File: src/rtl/segt_pkg.sv
package segt_pkg;

  localparam int unsigned LEAVES_DEF = 1024;

  localparam int unsigned CFG_W  = 11;
  localparam int unsigned POS_W  = 10;
  localparam int unsigned END_W  = 11;
  localparam int unsigned DATA_W = 32;

  localparam logic [CFG_W-1:0] LEAVES_RESET = 11'd1024;

  localparam logic CMD_SET   = 1'b0;
  localparam logic CMD_QUERY = 1'b1;

  typedef struct packed {
    logic clr_wr;    // write zero at the clear pointer
    logic load;      // capture a new command word
    logic set_leaf;  // write the leaf, fetch its sibling
    logic set_step;  // write one parent, fetch next sibling
    logic qry_step;  // fetch one level of the query, fold last level
  } ctrl_cmd_t;

  typedef struct packed {
    logic clr_last;
    logic err;
    logic is_query;
    logic k_is_one;
    logic kn_is_one;
    logic qry_done;
  } dpath_stat_t;

endpackage

File: src/rtl/segt_ctrl.sv
module segt_ctrl (
  input  logic                     clk_i,
  input  logic                     rst_ni,
  input  logic                     start,
  input  segt_pkg::dpath_stat_t    stat_i,
  output logic                     busy,
  output logic                     done_o,
  output segt_pkg::ctrl_cmd_t      cmd_o
);
  import segt_pkg::*;

  typedef enum logic [2:0] {
    ST_CLEAR,
    ST_IDLE,
    ST_CHECK,
    ST_SET_WALK,
    ST_QRY_WALK
  } state_e;

  state_e state_q;
  logic   done_q;

  always_comb begin
    cmd_o          = '0;
    cmd_o.clr_wr   = (state_q == ST_CLEAR);
    cmd_o.load     = (state_q == ST_IDLE) && start;
    cmd_o.set_leaf = (state_q == ST_CHECK) && !stat_i.err && !stat_i.is_query;
    cmd_o.set_step = (state_q == ST_SET_WALK);
    cmd_o.qry_step = (state_q == ST_QRY_WALK);
  end

  always_ff @(posedge clk_i or negedge rst_ni) begin
    if (!rst_ni) begin
      state_q <= ST_CLEAR;
      done_q  <= 1'b0;
    end else begin
      done_q <= 1'b0;
      case (state_q)
        ST_CLEAR: begin
          if (stat_i.clr_last) begin
            state_q <= ST_IDLE;
          end
        end
        ST_IDLE: begin
          if (start) begin
            state_q <= ST_CHECK;
          end
        end
        ST_CHECK: begin
          if (stat_i.err) begin
            done_q  <= 1'b1;
            state_q <= ST_IDLE;
          end else if (stat_i.is_query) begin
            state_q <= ST_QRY_WALK;
          end else if (stat_i.k_is_one) begin
            // single leaf: the leaf is the root
            done_q  <= 1'b1;
            state_q <= ST_IDLE;
          end else begin
            state_q <= ST_SET_WALK;
          end
        end
        ST_SET_WALK: begin
          if (stat_i.kn_is_one) begin
            done_q  <= 1'b1;
            state_q <= ST_IDLE;
          end
        end
        ST_QRY_WALK: begin
          if (stat_i.qry_done) begin
            done_q  <= 1'b1;
            state_q <= ST_IDLE;
          end
        end
        default: begin
          state_q <= ST_IDLE;
        end
      endcase
    end
  end

  assign busy   = (state_q != ST_IDLE);
  assign done_o = done_q;

endmodule

File: config.mk
export PLATFORM = sky130hd
export DESIGN_NAME = segt_ctrl
export DESIGN_NICKNAME = d
export VERILOG_FILES = /design/src/rtl/segt_pkg.sv /design/src/rtl/segt_ctrl.sv
export SDC_FILE = /design/constraint.sdc
export NUM_CORES = 1
export LEC_CHECK = 0
export BUFFER_PORTS_ARGS = -buffer_cell sky130_fd_sc_hd__clkbuf_2
export CORE_AREA = 4 4 41 43
export CTS_CLUSTER_DIAMETER = 40
export DETAILED_ROUTE_END_ITERATION = 12
export DIE_AREA = 0 0 45 47
export PLACE_DENSITY = 0.59
export SLEW_MARGIN = 10
export SYNTH_ARGS = -nofsm -noshare
export SYNTH_HDL_FRONTEND = slang
export SYNTH_SLANG_ARGS = --single-unit
File: constraint.sdc
create_clock -name clk_i -period 1.3 [get_ports clk_i]
set_clock_uncertainty 0.05 [all_clocks]
set_input_delay 0.195 -clock clk_i [delete_from_list [all_inputs] [get_ports clk_i]]
set_output_delay 0.195 -clock clk_i [all_outputs]
set_load 0.02 [all_outputs]
# [Yosys cells after proc, flatten, opt, wreduce, memory -nomap -nowiden]
# Cells that the tools add are included.
[totals] register_bits=4 input_bits=9 out_inout_bits=7 elab_cells=32
[op_classes] eq_ne=9 muxes=14 reduce_logical=7
[op_table] op="2-to-1 mux 3 bit" n=6
[op_table] op="one-hot mux 3 bit (5 select lines)" n=1
[op_table] op="!= test 2 bit (second input constant)" n=4
[op_table] op="== test 3 x 2 -> 1 bit (second input constant)" n=2
[op_table] op="2-to-1 mux 1 bit" n=5
[op_table] op="AND reduction 4 bit" n=1
[op_table] op="== test 3 x 1 -> 1 bit (second input constant)" n=1
[op_table] op="== test 3 bit (second input constant)" n=1
[op_table] op="logical AND 1 bit" n=3
[op_table] op="zero test 3 bit" n=1
[op_table] op="!= test 3 x 1 -> 1 bit (second input constant)" n=1
[op_table] op="one-hot mux 1 bit (3 select lines)" n=1
[op_table] op="zero test 1 bit" n=2
[op_table] op="2-to-1 mux 2 bit" n=1

# [Longest topological paths before layout]
# Gate-level depths: netlist of run 1.
[logic_depth] word_depth=4 depth_mapped=4

# [Worst setup path after synthesis of run 1]
# No wires, ideal clock.
[synth_path] kind="register -> output" startpoint="register state_q[2]" endpoint="output cmd_o[2] (netlist bit)" arrival_time_ns=1.266 required_ns=1.055 path_slack_ns=-0.211 path_stages_with_launch=4 n_path_buf=1 path_cell_list="dfrtp_1 > buf_6 > nand2b_1 > nor4_1"
[synth_rtl] item="start: declaration" line="segt_ctrl.sv:20" text="state_e state_q;"
[synth_rtl] item="start signal: assignment" line="segt_ctrl.sv:34" text="state_q <= ST_CLEAR;"
[synth_rtl] item="start signal: assignment" line="segt_ctrl.sv:41" text="state_q <= ST_IDLE;"
[synth_rtl] item="start signal: assignment" line="segt_ctrl.sv:46" text="state_q <= ST_CHECK;"
[synth_rtl] item="end: declaration" line="segt_ctrl.sv:8" text="output segt_pkg::ctrl_cmd_t cmd_o"

# [Final worst setup path of run 1]
[layout_path] startpoint="register state_q[0]" endpoint="output busy"
[layout_between] elab_chain_cells=1
[layout_lines] item="!= test 3 x 1 -> 1 bit" line="segt_ctrl.sv:82" text="assign busy = (state_q != ST_IDLE);"
[layout_lines] item="end: declaration" line="segt_ctrl.sv:6" text="output logic busy,"
# No other way between the ends.

==> results of run 1 <==
[report_power, final]
group,total [mW],switching (mW),internal [mW]
clock,0.153,0.0500,0.103
combinational,0.962,0.428,0.534
sequential,0.267,0.0886,0.178
[layout make-up]
| class | count | area, µm² |
|---|---|---|
| clock buffers | 3 | 22.52 |
| inverters | 3 | 11.26 |
| flip-flops and latches | 4 | 103.9 |
| multi-input cells | 29 | 284.0 |
| fillers | 131 | 640.6 |
| repair buffers | 29 | 220.2 |
| well taps | 15 | 18.77 |
[critical path, delay by kind of cell (launching register included)]
kind,cells,cell delay (ns)
flip-flops,1,0.46
AND/OR/NAND/NOR,2,0.21
buffers and inverters,2,0.24
[state kept, by name, summed over array words and instances, names as in the netlist]
name and count:
state_q 3, done_o 1
[placed cells by master (no fill, tap or decap), drive strengths merged]
cell         count
a21oi            4
a22o             1
a2bb2oi          1
and2             2
buf             19
clkbuf          12
dfrtp            4
dlygate4sd3      1
inv              3
mux2i            1
nand2b           5
nand4bb          1
nor2             5
nor3             1
nor3b            2
nor4             1
nor4b            1
o211ai           1
o21ai            2
o32a             1
[final timing paths]
path,startpoint,to,slack [ns]
max reg2reg,state_q[0]$_DFFE_PN0P_,state_q[1]$_DFFE_PN0P_,-0.10
max,state_q[0]$_DFFE_PN0P_,busy,-0.10
min reg2reg,state_q[0]$_DFFE_PN0P_,state_q[2]$_DFFE_PN0P_,0.52
min,stat_i[0],done_o$_DFF_PN0_,0.19
min in group asynchronous,rst_ni,state_q[2]$_DFFE_PN0P_,0.25
max in group asynchronous,rst_ni,state_q[1]$_DFFE_PN0P_,0.81
[timing repair]
item	4_1_cts	5_1_grt
resized for setup	20	18
setup endpoints to repair	6	9
endpoints found under the hold margin	4	0
setup buffers	7	3
hold buffers	1	0
pin swaps	3	3
[layer usage]
layer | part of all wire (%) | wire length, µm
met1 | 41 | 431
met2 | 49 | 519
met3 | 8.9 | 94
met4 | 1.3 | 14
met5 | 0 | 0
[kinds of logic (layout without fill, tap and decap cells)]
family                 Yosys count  in the layout
and+or+nand+nor                 18             18
AOI/OAI and AO/OA               10             10
buffers and inverters            6             35
DFF                              4              4
muxes                            1              1
[metrics by stage]
stage                     std cells  worst slack, ns  setup TNS [ns]  area (µm²)  total power, mW
final                            83          -0.1037         -0.6823       660.6            1.382
after global routing             83          -0.1541          -1.173       660.6            1.486
after CTS                        80          -0.1286         -0.6209       579.3            1.203
after detailed placement         69          0.04054               0       420.4           0.7591
after global placement           69          0.03775               0       420.4           0.7595
after floorplan                  39          0.01692               0       325.3           0.5966
==> results, run 1 <==
- The root cell of the clock tree is sky130_fd_sc_hd__clkbuf_4.
- The hold violation total from the final report is 0.
- Detailed placement finished with a half-perimeter wire length of 650.4 µm.
- The kind of capture point of the worst setup path is an output pin.
- The static leakage is 0.3041 nW.
- The checks that failed: negative setup slack.
- The total nets after synthesis is 48.
- The fraction of the mapped netlist area in compound gates is 20.39%.
- The basic-gate share of the synthesized area counting and, or, nand and nor cells is 34.90%.
- The total overflow left after global routing is 0.
- The minimum clock period is 1.404 ns.
- Across the run, the number of max-cap violations was 0.
- The master of the slowest instance on the critical path is sky130_fd_sc_hd__dfrtp_2.
- Final hold analysis gives a worst-case slack of 0.1908 ns.
- The count of nets after finishing is 79.
- The area of the core region is 1301 µm².
- The signal on the critical path passes through buf_6 -> nand2b_4 -> nand2b_4 -> buf_8.
- The number of enable flip-flop cells after synthesis is 0.
- The cell that appears most often on the critical path is sky130_fd_sc_hd__nand2b_4.
- The detailed-route via count is 392.
- The routed via count divided by cell count is 4.723.
- The final layout contains routed wiring with a total length of 1059 µm.
- Summing every instance area after synthesis gives 319.1 µm².
- In this run the power density over the cells is 2092 nW/µm².
- The share of synthesized area occupied by flip-flops and latches is 31.37%.
- The type of the setup path with the least slack is register to output pin.
- Data arrives at the worst endpoint at 1.16 ns.
- The number of warnings reported in the yosys synthesis log is 0.
- Setup repair after global routing could not meet its margin everywhere.
- The number of routed nets with antenna violations is 0.
- The number of max-slew violations in the final report is 0.
- The top cell type by total area after synthesis is sky130_fd_sc_hd__dfrtp_1.
- The top cell type by area accounts for 31.37% of the synthesized area.
- In the post-route analysis, the smallest setup slack over all paths is -0.1037 ns.
- The starting DRC count in detailed routing is 4.
- TritonCTS built the clock tree.
- In the synthesized netlist, the cells that appear most often are sky130_fd_sc_hd__nand2b_1, sky130_fd_sc_hd__nor2_1, sky130_fd_sc_hd__a21oi_1, sky130_fd_sc_hd__dfrtp_1, sky130_fd_sc_hd__inv_1.
- After global routing, the most crowded layer is met2.
- The actual slew at the worst max-slew pin is 0.1851 ns.
- The number of clock sinks is 4.
- Setup violations remaining at the end of the flow were counted as 9.
- The first global-routing pass estimated 1669 µm of wire.
- The run finished, with violations left.
- In this design, the stage delay of the slowest critical-path cell is 0.46 ns.
- The largest net degree at the start of global routing is 8.
- The via count of the first global-routing pass is 390.
- In this run the worst path has a maximum fanout of 6.
- For this run, global-route usage on met1 was measured as 11.95%.
- Based on the critical path, the design can be clocked at up to 712.4 MHz.
- The met2 layer usage reported by global route is 18.93%.
- The synthesis-to-finish area growth is 107.1%.
- The share of the core filled with cells is 50.77%.
- The initial antenna violation count is 0.
- The required time of the critical path is 1.05 ns.
- In this run the number of H-tree levels came out at 1.
- In the synthesized netlist, the number of instances is 39.
- The main combinational cell family by area after synthesis is simple AND/OR/NAND/NOR gates.
- The initial utilization of the core area, before any placement, comes to 24.52%.
- The number of distinct library cell variants in the gate-level netlist after synthesis is 20.
- The fraction of synthesized cell area in xor and xnor cells is 0%.
- Measured against its own limit, the worst slew margin works out to 87.31%.
- In the global route stage, overall resource usage came out at 11.50%.
- The floorplan step set the die height to 47 µm.
- After detailed routing, the number of remaining DRC violations is 0.
- The type of origin of the critical path is a register.
- IR analysis of the VDD net gives a maximum drop of 0.001089 V.
- The min-delay analysis places its worst path in the category primary input to register.
- The synthesized netlist devotes 0% of its cell area to adder and majority cells.
- The maximum root-to-sink buffer count is 2.
- The clock slew at the register clock pins of the worst setup and hold paths is 0.04 ns.
- The clock latency at the later pin of the worst-skew pair is 0.24 ns.
- Input and output buffers added on the ports amount to 15.
- By area the synthesized netlist is led by sky130_fd_sc_hd__dfrtp_1, sky130_fd_sc_hd__nand2b_1, sky130_fd_sc_hd__a21oi_1.
- The fraction of synthesis flops using an asynchronous set or reset pin is 100.0%.
- For this run, the leading register cell type out of synthesis is sky130_fd_sc_hd__dfrtp_1.
- After floorplanning, the core was divided into 13 placement rows.
- After synthesis, the share of cell area in mux cells is 3.137%.
- After synthesis, the mean cell area works out to 8.181 µm².
- Cells with a size suffix above 1 make up 72.06% of the layout.
- The fraction of met3 tracks used by global routing is 7.663%.
- The overall die area is 2115 µm².
- The count of cells along the worst hold path is 2.
- The placer congestion estimate is 0.8022.
- The final routed wire length divided by cell count is 12.76 µm.
- The overall die width is 45 µm.
- The number of antenna cells inserted is 0.
- Counting flops and latches in the post-synthesis netlist gives 4.
- The worst register-to-register path has a depth of 5.
- TritonCTS created 3 clock buffers.
- The number of top-level pins is 16.
- The final worst-path cycle share is 108.0%.
- The first detailed-routing pass ran for 2 iterations.
(Power assumes the default switching activity.)
==> run 2, diff against run 1 <==
--- a/config.mk
+++ b/config.mk
@@ -10,8 +10,9 @@
 export CTS_CLUSTER_DIAMETER = 40
 export DETAILED_ROUTE_END_ITERATION = 12
 export DIE_AREA = 0 0 45 47
-export PLACE_DENSITY = 0.59
+export PLACE_DENSITY = 0.57
 export SLEW_MARGIN = 10
 export SYNTH_ARGS = -nofsm -noshare
 export SYNTH_HDL_FRONTEND = slang
 export SYNTH_SLANG_ARGS = --single-unit
+export TNS_END_PERCENT = 30
==> constraint.sdc (replaced) <==
create_clock -name clk_i -period 1.77 [get_ports clk_i]
set_clock_uncertainty 0.05 [all_clocks]
set_input_delay 0.2655 -clock clk_i [delete_from_list [all_inputs] [get_ports clk_i]]
set_output_delay 0.2655 -clock clk_i [all_outputs]
set_load 0.02 [all_outputs]
==> run 2 against run 1 <==
  * The run now ends clean
  * Clock power decreased by 29%
  * Wire length decreased by 24%
  * Critical endpoint is now cmd_o[2]
  * Register-to-register slack improved by 0.55 ns
  * Critical path depth decreased by 1
  * Worst setup slack improved by 0.26 ns
  * Sequential share of layout area increased by 7.9 points
  * Clock-buffer cell count unchanged
  * Global-route usage decreased by 2.5 points
==> results, run 2 (synthesis results as in run 1) <==
- The tool flagged a number of max-cap violations equal to 0.
- The congestion estimate from routability-driven global placement came to 0.8091.
- The post-cts gate resize count is 0.
- Summed over all cells, the static leakage comes to 0.2066 nW.
- The clock slew at the register clock pins of the worst setup and hold paths is 0.04 ns.
- The maximum fanout along the worst path is 8.
- The maximum root-to-sink buffer count is 2.
- Counting every sink on the clock net gives 4.
- Input and output buffers added on the ports amount to 15.
- The clock latency at the later pin of the worst-skew pair is 0.23 ns.
- The number of H-tree branching levels is 1.
- The remaining max-slew budget at the tightest pin is 78.38%.
- The hold violation total from the final report is 0.
- The effective utilization at floorplan is 24.52%.
- The minimum clock period is 1.609 ns.
- The initial antenna violation count was 0.
- The root cell of the clock tree is sky130_fd_sc_hd__clkbuf_4.
- The die is 47 µm tall.
- Entering global routing, the biggest net connects 12 pins.
- The number of detailed-route iterations in the first pass is 1.
- Compared with the post-synthesis result, the final layout area differs by 32.94%.
- The number of max-slew violations in the final report is 0.
- The count of nets after finishing is 66.
- Pin placement for this block handled 16 I/O pins.
- In this run the most critical hold path is launched from stat_i[0].
- At the pin with the least slew margin, the transition time is 0.3198 ns.
- The final worst-path cycle share is 90.92%.
- Summed over all nets, the half-perimeter wirelength after detailed placement is 629.8 µm.
- After detailed routing, the number of vias per cell comes to 4.857.
- The fraction of layout cells with a size suffix above 1 is 34.55%.
- The maximum clock frequency is 621.4 MHz.
- For this block, the routed nets add up to 803 µm of wire.
- The startpoint of the most critical setup path is state_q[2]$_DFFE_PN0P_.
- The flow ran to the end, and the final reports show no timing, DRC or antenna violations.
- The count of buffers added by post-CTS timing repair for setup is 0.
- The top cell types in the final layout, fill and taps aside, are sky130_fd_sc_hd__clkbuf_2, sky130_fd_sc_hd__nand2b_1, sky130_fd_sc_hd__nor2_1.
- The final routed wire length divided by cell count is 11.47 µm.
- The via count of the first global-routing pass was 308.
- After global routing the overflow that remains totals 0.
- Excluding fillers, the count of instances in the completed layout stands at 70.
- The first routing iteration left 0 violations.
- The power per unit of standard cell area is 1474 nW/µm².
- The detail route stage leaves a number of antenna-violating nets equal to 0.
- The floorplan has 13 rows.
- The critical path is of the register to output pin type.
- The total of endpoints with negative setup slack in the final report is 0.
- TritonCTS built the clock tree.
- In this run the standard cell core region covers 1301 µm².
- Global routing used 9.026% of the available tracks across all layers.
- Leaving out fill and tap cells, the most frequent cell in the layout is sky130_fd_sc_hd__clkbuf_2.
- The first-pass GRT wire length is 1317 µm.
- IR analysis of the VDD net gives a maximum drop of 0.0005712 V.
- The layout has 152 filler cells.
- Summed over all failing endpoints, the final setup total negative slack is 0 ns.
- More flip-flops sit in one register than any other, and that register is state_q.
- The number of design rule violations left after detail routing is 0.
- The origin of the critical flop-to-flop path is state_q[2]$_DFFE_PN0P_.
- The overall die area is 2115 µm².
- The worst setup path is captured at an output pin.
- The count of hold buffers inserted by post-cts repair is 1.
- Setup repair after global routing left no endpoint under its margin.
- The die is 45 µm wide.
- The worst setup path is launched from a register.
- The number of placed cells counting well taps is 66.
- Data on the critical path arrives at its endpoint at 1.29 ns.
- STA puts the critical path data required time at 1.45 ns.
- The number of buffers created by CTS is 3.
- The flip-flop count of the largest register, all copies and words added is 3.
- The number of antenna cells inserted is 0.
- The path type of the worst min-delay path is primary input to register.
- Summing over every cut layer, the via total after detailed routing is 340.
## run 2: layout make-up
type / count / area, µm² / area share [%]
clock buffer: 3 / 22.52 / 5.310
multi-input combinational: 29 / 186.4 / 43.95
inverter: 3 / 11.26 / 2.655
sequential: 4 / 100.1 / 23.60
timing repair buffer: 16 / 85.08 / 20.06
tap: 15 / 18.77 / 4.425
## run 2: where the power goes
group | switching [mW] | internal, mW | leakage, nW
clock | 0.0338 | 0.0756 | 0.0138
sequential | 0.0624 | 0.126 | 0.0489
combinational | 0.186 | 0.142 | 0.144
total | 0.282 | 0.343 | 0.207
## run 2: final timing paths
check / end / slack, ns / cells past startpoint
max: cmd_o[2] / 0.16 / 3
min: done_o$_DFF_PN0_ / 0.27 / 2
max reg2reg: state_q[1]$_DFFE_PN0P_ / 0.45 / 3
min reg2reg: state_q[2]$_DFFE_PN0P_ / 0.56 / 1
max in group asynchronous: state_q[1]$_DFFE_PN0P_ / 1.22 / 2
min in group asynchronous: done_o$_DFF_PN0_ / 0.32 / 2
## run 2: worst max-delay path, stage by stage (launching register included)
cell,delay (ns)
sky130_fd_sc_hd__dfrtp_1,0.46
sky130_fd_sc_hd__nand2b_1,0.22
sky130_fd_sc_hd__nor4_1,0.18
sky130_fd_sc_hd__clkbuf_2,0.21
## run 2: through the flow
step           hold slack, ns  util [%]  total power [mW]  cell area (µm²)  setup slack (ns)
3_5_place_dp          0.02462     30.10            0.5195            391.6            0.4040
2_1_floorplan        -0.08009         -            0.4337            319.1            0.1883
6_report               0.2708     32.60            0.6252            424.2            0.1607
4_1_cts                0.2714     32.60            0.6402            424.2            0.1451
5_1_grt                0.2770     32.60            0.6861            424.2           0.05300
3_3_place_gp          0.02410     30.10            0.5230            391.6            0.3926
## run 2: routing by layer
| layer | track usage [%] | up-vias | routed length, µm |
|---|---|---|---|
| li1 | - | 171 | - |
| met1 | 10.76 | 156 | 347 |
| met2 | 12.15 | 13 | 374 |
| met3 | 6.897 | 0 | 82 |
| met4 | 3.509 | 0 | 0 |
| met5 | 0 | - | 0 |
==> run 3, diff against run 2 <==
--- a/config.mk
+++ b/config.mk
@@ -5,11 +5,13 @@
 export SDC_FILE = /design/constraint.sdc
 export NUM_CORES = 1
 export LEC_CHECK = 0
-export BUFFER_PORTS_ARGS = -buffer_cell sky130_fd_sc_hd__clkbuf_2
+export BUFFER_PORTS_ARGS = -buffer_cell sky130_fd_sc_hd__buf_2
+export CAP_MARGIN = 20
 export CORE_AREA = 4 4 41 43
 export CTS_CLUSTER_DIAMETER = 40
 export DETAILED_ROUTE_END_ITERATION = 12
 export DIE_AREA = 0 0 45 47
+export GPL_TIMING_DRIVEN = 0
 export PLACE_DENSITY = 0.57
 export SLEW_MARGIN = 10
 export SYNTH_ARGS = -nofsm -noshare
==> run 3 against run 2 <==
  * Sequential share of layout area fell by 1.1 points
  * Via count up 4.4%
  * Power is 5.0% higher
  * Clock power is 6% higher
  * Sequential cell count unchanged
  * Combinational power is 23% higher
  * Maximum frequency down 0.91%
  * Wire length down 2.1%
  * Largest power group unchanged
==> results, run 3 (synthesis results as in run 1) <==
- The flow ran to the end, and the final reports show no timing, DRC or antenna violations.
- For the pin with the worst max-slew slack, the measured transition is 0.2629 ns.
- The hold violation total from the final report is 0.
- Clock tree synthesis selected as its root buffer the cell sky130_fd_sc_hd__clkbuf_4.
- For this block, the initial DRC count from the detailed router was 0.
- The via count of the first global-routing pass is 335.
- Timing analysis after detailed placement gives a worst setup slack of 0.4023 ns.
- The number of routed nets with antenna violations is 0.
- The top register by number of flip-flops is state_q.
- The overall power after layout is 656.3 µW.
- The static leakage is 0.2213 nW.
- The routed via count divided by cell count is 4.863.
- TritonCTS built the clock tree.
- In this run the tool buffered the top-level ports with 15 buffer cells.
- The maximum clock frequency is 615.8 MHz.
- The type of the setup path with the least slack is register to output pin.
- The most numerous cell type found on the critical path is sky130_fd_sc_hd__buf_2.
- Data on the critical path is required at its endpoint by 1.45 ns.
- The final worst-path cycle share is 91.75%.
- The max-capacitance violation count is 0.
- The initial antenna violation count is 0.
- The origin of the worst min-delay path is stat_i[0].
- The number of H-tree branching levels is 1.
- The maximum fanout along the worst path is 10.
- The worst supply voltage drop on vdd is 0.0005966 V.
- The number of antenna diodes in the final layout is 0.
- The origin of the critical flop-to-flop path is state_q[2]$_DFFE_PN0P_.
- In this run, CTS created clock tree buffers numbering 3.
- The effective utilization at floorplan is 24.52%.
- The peak per-stage delay on the critical path is 0.37 ns.
- The master of the slowest instance on the critical path is sky130_fd_sc_hd__dfrtp_1.
- The worst setup path is launched from a register.
- The placed instances occupy a cell area of 412.9 µm².
- Measured along the y axis, the die boundary spans 47 µm.
- Traced cell by cell, the critical path runs through buf_2 -> nor2_1 -> and2_1 -> buf_2.
- At the worst endpoint, the arrival time is 1.31 ns.
- Setup violations remaining at the end of the flow were counted as 0.
- Setup repair after global routing left no endpoint under its margin.
- The library cells used most frequently in the layout, excluding fill and tap cells, are sky130_fd_sc_hd__buf_2, sky130_fd_sc_hd__nand2b_1, sky130_fd_sc_hd__nor2_1.
- The overall die area is 2115 µm².
- The overall die width is 45 µm.
- The global-route congestion overflow total is 0.
- Dividing the detail-routed wire length by the instance count gives 10.77 µm.
- The sequential standard cell area is 100.1 µm².
- Setup slack closes at 0.1460 ns.
- The kind of cell with the highest combined delay along the critical path is flip-flops.
- STA classifies the critical path endpoint as an output pin.
- The count of hold buffers inserted by post-cts repair is 1.
- The congestion estimate from routability-driven global placement came to 0.7945.
- The minimum clock period is 1.624 ns.
- The region available for standard cell placement spans 1301 µm².
- The number of max-slew violations in the final report came to 0.
- The count of nets after finishing is 69.
- The routed wire length is 786 µm.
- For this run, design rule violations remaining after detail routing come to 0.
- 16 I/O pins were placed.
- The design area is 445.4 µm².
- The detailed router placed 355 vias in this run.
- The setup TNS is 0 ns.
- The area occupied by multi-input gates is 186.4 µm².
- The number of detailed-route iterations in the first pass is 1.
- The clock slew at the register clock pins of the worst setup and hold paths is 0.04 ns.
- The clock latency at the later pin of the worst-skew pair is 0.24 ns.
- The floorplan has 13 rows.
- Cells with a size suffix above 1 make up 37.93% of the layout.
- The maximum root-to-sink buffer count is 2.
- The post-cts gate resize count is 0.
- The synthesis-to-finish area growth is 39.61%.
- Across every metal layer, demand over resource in global routing totals 9.105%.
- The number of clock sinks is 4.
- The most common cell after layout, fill and taps aside is sky130_fd_sc_hd__buf_2.
- The half-perimeter wire length after placement is 616.6 µm.
- The power per unit of standard cell area is 1474 nW/µm².
- The count of filler cells inserted in the layout is 145.
- The flip-flop count of the largest register, all copies and words added is 3.
- Entering global routing, the biggest net connects 11 pins.
- In this run the tightest slew margin relative to its limit is 82.23%.
- The startpoint of the most critical setup path is state_q[1]$_DFFE_PN0P_.
- Post-CTS timing repair inserted 0 buffers for setup.
- The critical path buffer and inverter count is 2.
- The min-delay analysis places its worst path in the category primary input to register.
- The first global-routing pass estimated 1324 µm of wire.
run 3: cell types whose count changed in the layout (fill, tap and decap cells not counted):
| cell | previous run | this run |
|---|---|---|
| sky130_fd_sc_hd__buf_2 | 0 | 17 |
| sky130_fd_sc_hd__clkbuf_2 | 15 | 0 |
| sky130_fd_sc_hd__buf_6 | 0 | 1 |
run 3: metrics by stage:
step / cells / hold slack [ns] / utilization, %
detailed placement: 69 / 0.02557 / 31.73
global route: 73 / 0.2606 / 34.23
global placement: 69 / 0.02470 / 31.73
floorplan: 39 / -0.08009 / -
finish: 73 / 0.2441 / 34.23
CTS: 73 / 0.2427 / 34.23
run 3: path summary, 6_finish.rpt:
kind / to / depth (start not counted) / slack [ns]
max: cmd_o[0] / 4 / 0.15
min: done_o$_DFF_PN0_ / 2 / 0.24
max reg2reg: state_q[1]$_DFFE_PN0P_ / 4 / 0.47
min reg2reg: state_q[2]$_DFFE_PN0P_ / 2 / 0.56
max in group asynchronous: state_q[1]$_DFFE_PN0P_ / 2 / 1.24
min in group asynchronous: done_o$_DFF_PN0_ / 2 / 0.31
run 3: area by class of cell:
class / instances / area share (%)
multi-input combinational: 29 / 41.85
buffer: 3 / 4.775
inverter: 3 / 2.528
timing repair buffer: 16 / 19.10
tap: 15 / 4.213
sequential: 4 / 22.47
clock buffer: 3 / 5.056
run 3: report_power, final:
group	leakage, nW	internal (mW)	total (mW)	switching, mW
registers	0.0489	0.126	0.136	0.0104
logic	0.159	0.162	0.405	0.243
clock network	0.0138	0.0759	0.115	0.0386
total	0.221	0.364	0.656	0.293
run 3: worst reg2reg max path, delay by kind of cell, from the launching register on:
kind	cells	cell delay (ns)
DFF	1	0.36
buffers and inverters	1	0.13
and+or+nand+nor	1	0.17
AOI/OAI and AO/OA	1	0.34
muxes	1	0.13
run 3: layer usage:
| layer | track usage [%] | share of wire (%) | up-vias | wire [µm] |
|---|---|---|---|---|
| met4 | 5.263 | 1.0 | 0 | 8 |
| met2 | 12.99 | 44 | 14 | 345 |
| met5 | 0 | 0 | - | 0 |
| met3 | 6.513 | 11 | 2 | 87 |
| met1 | 9.840 | 44 | 164 | 345 |
| li1 | - | - | 175 | - |
